`src/design/mwsu_pkg.sv`:
```
// Shared types and constants for the material weight splat update block.
// Used by mwsu_divider and material_weight_splat_update_core; no dependencies.
`default_nettype none

package mwsu_pkg;

   localparam int SLOT_COUNT = 4;
   localparam int DIV_STAGES = 8;
   localparam logic [7:0] WEIGHT_FULL = 8'd255;

   typedef logic [SLOT_COUNT-1:0][7:0]  slots_type;
   typedef logic [SLOT_COUNT-1:0][15:0] products_type;

   // Per-item control and payload carried alongside the divider
   typedef struct packed {
      logic       changed;
      logic [1:0] target;
      logic [7:0] capped;
      logic       others_zero;
      slots_type  idx;
      slots_type  w;
   } side_type;

endpackage

`default_nettype wire

```
`src/design/mwsu_divider.sv`:
```
// Pipelined restoring divider, four lanes sharing one divisor, one quotient bit per stage.
// Depends on mwsu_pkg.
`default_nettype none

module mwsu_divider (
   input  wire logic                  clock,
   input  wire logic                  enable,
   input  wire mwsu_pkg::products_type num_in,
   input  wire logic [9:0]            den_in,
   output      mwsu_pkg::slots_type   quo_out
);

   localparam int NS = mwsu_pkg::DIV_STAGES;
   localparam int NL = mwsu_pkg::SLOT_COUNT;

   logic [9:0] rem_ff [NS][NL];
   logic [9:0] rem_in [NS][NL];
   logic [7:0] low_ff [NS][NL];
   logic [7:0] low_in [NS][NL];
   logic [7:0] quo_ff [NS][NL];
   logic [7:0] quo_in [NS][NL];
   logic [9:0] den_ff [NS];
   logic [9:0] den_in_s [NS];

   always_comb begin
      logic [9:0]  rem_src;
      logic [7:0]  low_src;
      logic [7:0]  quo_src;
      logic [9:0]  den_src;
      logic [10:0] trial;
      logic        ge;
      for (int s = 0; s < NS; s++) begin
         den_src = (s == 0) ? den_in : den_ff[(s == 0) ? 0 : s-1];
         den_in_s[s] = den_src;
         for (int l = 0; l < NL; l++) begin
            if (s == 0) begin
               rem_src = {2'b00, num_in[l][15:8]};
               low_src = num_in[l][7:0];
               quo_src = 8'd0;
            end else begin
               rem_src = rem_ff[(s == 0) ? 0 : s-1][l];
               low_src = low_ff[(s == 0) ? 0 : s-1][l];
               quo_src = quo_ff[(s == 0) ? 0 : s-1][l];
            end
            trial = {rem_src, low_src[7]};
            ge = (trial >= {1'b0, den_src});
            rem_in[s][l] = ge ? 10'(trial - {1'b0, den_src}) : trial[9:0];
            low_in[s][l] = {low_src[6:0], 1'b0};
            quo_in[s][l] = {quo_src[6:0], ge};
         end
      end
   end

   always_ff @(posedge clock) begin
      if (enable) begin
         for (int s = 0; s < NS; s++) begin
            den_ff[s] <= den_in_s[s];
            for (int l = 0; l < NL; l++) begin
               rem_ff[s][l] <= rem_in[s][l];
               low_ff[s][l] <= low_in[s][l];
               quo_ff[s][l] <= quo_in[s][l];
            end
         end
      end
   end

   always_comb begin
      for (int l = 0; l < NL; l++) begin
         quo_out[l] = quo_ff[NS-1][l];
      end
   end

endmodule

`default_nettype wire

```
`config.mk`:
```
export PLATFORM = sky130hd
export DESIGN_NAME = mwsu_divider
export DESIGN_NICKNAME = d
export VERILOG_FILES = /design/src/design/mwsu_pkg.sv /design/src/design/mwsu_divider.sv
export SDC_FILE = /design/constraint.sdc
export NUM_CORES = 1
export LEC_CHECK = 0
export BUFFER_PORTS_ARGS = -buffer_cell sky130_fd_sc_hd__buf_2
export CAP_MARGIN = 25
export CELL_PAD_IN_SITES_DETAIL_PLACEMENT = 0
export CELL_PAD_IN_SITES_GLOBAL_PLACEMENT = 1
export CORE_MARGIN = 2
export CORE_UTILIZATION = 40
export DETAILED_ROUTE_END_ITERATION = 8
export PLACE_DENSITY_LB_ADDON = 0.05
export SYNTH_ARGS = -nofsm -noshare
export SYNTH_HDL_FRONTEND = slang
export SYNTH_SLANG_ARGS = --single-unit
```
`constraint.sdc`:
```
create_clock -name clock -period 4.07 [get_ports clock]
set_clock_uncertainty 0.05 [all_clocks]
set_input_delay 0.407 -clock clock [delete_from_list [all_inputs] [get_ports clock]]
set_output_delay 0.407 -clock clock [all_outputs]
set_load 0.05 [all_outputs]
```
==> impl_metrics.ini <==
[place]
globalplace.congestion = 0.877
portBuffers = 107
dpl.hpwl_um = 62100

[critical_path]
worstPathCellList = inv_1 -> ha_1 -> nor2b_1 -> o31a_1 -> o31ai_1 -> a21o_1 -> mux2_2
critPathRequiredTime_ns = 4.39
cp-end-kind = flop
cp_slowest_stage_delay_ns = 0.49
cp.arrival_ns = 3.51
worstRegToRegCells = 7
timing.critical_path.buf_inv = 1
cpLargestDelayFamily = compound AO/OA/AOI/OAI gates
critPathLaunchType = flop
cpMaxStageDelayCell = a21o_1
cp_max_fo = 19
cp.depth = 7
path_class = flop to flop

[finish]
layout-drive-gt1-share_pct = 10.2
nets = 3497
area_delta_synth_final_pct = 13.0
diodes = 0
final_util_pct = 45.5

[grt]
grt_usage_pct = 18.1
grt_overflow = 0
grt_first_pass_wirelength_um = 121000
grt_pass1_vias = 21700
grt_max_degree = 93
antenna_found_initial = 0

[sta]
fmax_mhz = 313
tightest_slew_ns = 0.867
grt_setup_unrepaired = false
period_share_pct = 78.5
hold_viol = 0
hold_ws_ns = 0.0461
finalSetupTns_ns = 0
drv_slew = 0
setup_viol = 0
max_slew_margin_pct = 42.2
period_needed_ns = 3.19

[yosys]
ys_types = 54
yosys_warnings = 0
syn_nets = 3351
synth_edf_count = 606
synthFlopType = edfxtp_1
synthCells = 2931
synth.yosys.seq_area_share_pct = 53.3
ys_ff_latch = 606
async_flop_share_pct = 0
syn_avg_cell_area_sq_um = 11.7
synth_area_sq_mm = 0.0342

[floorplan]
dieArea_sq_mm = 0.0878
io_pins = 108
initial_core_util_pct = 40.2
fp-row-count = 107
dieHeight_um = 296
coreArea_sq_mm = 0.0849
die_x_um = 296

[power]
power.density_mw_per_mm2 = 697
vdd_drop_max_mv = 0.355
power_leakage_nw = 15.3
total_power_mw = 26.9

[run]
cap_violations = 0

[route]
viasPerCell = 5.01
routed_wl_um = 79400
wl_per_cell_um = 18.6
drt_iter0_drc = 936
dr_total_vias = 21500
ant_nets = 0
drt_pre_antenna_iters = 5
route.detailed.drc = 0

[clock_tree]
htreeDepth = 3
cts_tree = yes
cts-root-buf = clkbuf_16
cts_sinks = 606
clk_transition_reported_paths_ns = 0.06
cts_resized = 0
clock_latency_ns = 0.62
cts.path.max_buffers = 3
cts_made_buffers = 73

[worst_hold_path]
holdPathStages = 3
hold_path.class = input port to flop

[status]
status = finished clean
## report_power, final
| group | switching (mW) | total (mW) | internal (mW) |
|---|---|---|---|
| registers | 0.904 | 10.2 | 9.27 |
| logic | 5.69 | 10.2 | 4.47 |
| clock network | 2.63 | 6.55 | 3.92 |
| total | 9.23 | 26.9 | 17.7 |
## layer usage
layer	track usage [%]	wire length (um)	up-vias
met1	19.7	31300	9837
met2	34.6	42300	355
met4	7.79	3280	0
met3	2.81	2630	156
li1	-	-	11100
met5	0	0	-
## cells by family (layout without fill, tap and decap cells)
family,Yosys count,after routing,share of synthesized area (%)
xor gates and xnor gates,182,182,4.67
adders and majority gates,344,344,13.2
buffers and inverters,293,497,3.78
DFF,606,606,53.3
muxes,78,78,2.63
and+or+nand+nor,666,666,8.77
AOI/OAI and AO/OA,762,762,13.7
## layout by cell type, fill, tap and decap left out, drive strengths merged, types with 13 or more instances in the layout
master       instances
edfxtp             606
ha                 316
o21ai              303
nand2              287
inv                214
nor2               165
a21oi              155
buf                120
xnor2              114
clkbuf              91
mux2                73
xor2                68
a21o                63
nand3               56
a211oi              55
o21a                45
nor2b               43
nand2b              39
dlygate4sd3         35
o31ai               32
nand4               28
fa                  28
clkinv              23
nor3                16
o31a                15
a211o               14
a31o                13
o21bai              13
## sequential cells by signal, indices dropped and copies added, names as in the netlist
register  count
low_ff      112
rem_ff      280
quo_ff      144
den_ff       70
## per-stage QoR
| step | instances | setup slack [ns] | cell area (sq um) |
|---|---|---|---|
| 2_1_floorplan | 2931 | 1.44 | 34200 |
| 3_3_place_gp | 4111 | 0.900 | 35800 |
| 3_5_place_dp | 4111 | 0.842 | 35800 |
| 4_1_cts | 4279 | 0.837 | 38600 |
| 5_1_grt | 4279 | 0.600 | 38600 |
| 6_report | 4279 | 0.876 | 38600 |
## cell usage after synthesis (all sizes together) (6+ instances only)
cell type	count	area (sq um)
a21oi	155	776
nor2b	43	277
buf	84	507
o31a	15	131
a31o	13	114
o21bai	13	97.6
a21o	63	473
a31oi	9	56.3
nand2	287	1080
o21a	45	338
o2bb2ai	12	105
nand4	28	175
nor4b	12	105
mux2	73	848
a211oi	55	413
o21ai	303	1520
inv	209	785
a211o	14	123
nor3	16	80.1
o22ai	6	37.5
nand2b	39	244
fa	28	561
o211ai	6	45.0
nand3	56	280
edfxtp	606	18200
xor2	68	596
o31ai	32	259
o41ai	6	52.6
ha	316	3950
xnor2	114	998
nor4	12	75.1
nor2	165	619
## final timing paths
path                                       to          start  slack [ns]
worst max register to register  rem_ff[5][37]   den_ff[4][1]        0.88
worst max-delay path            rem_ff[5][37]   den_ff[4][1]        0.88
worst min register to register  quo_ff[1][90]  quo_ff[1][57]        0.37
worst min-delay path            rem_ff[0][27]     num_in[30]        0.05
## area by class of cell
class | count | area, sq um
repair buffers | 155 | 1080
multi-input cells | 2032 | 14700
clock inverters | 42 | 482
inverters | 209 | 785
clock buffers | 91 | 1940
well taps | 1144 | 1430
fillers | 7792 | 46300
flip-flops and latches | 606 | 18200
## worst reg2reg max path, cell delays in order, from the launching register on
cell      delay [ns]
edfxtp_1        0.43
inv_1           0.41
ha_1            0.34
nor2b_1         0.14
o31a_1          0.28
o31ai_1         0.39
a21o_1          0.49
mux2_2          0.40
## repair_timing
| action | 4_1_cts | 5_1_grt |
|---|---|---|
| buffers inserted | 0 | 0 |
| endpoints found under the hold margin | 35 | 0 |
| hold buffers | 35 | 0 |
(Power assumes the default switching activity.)
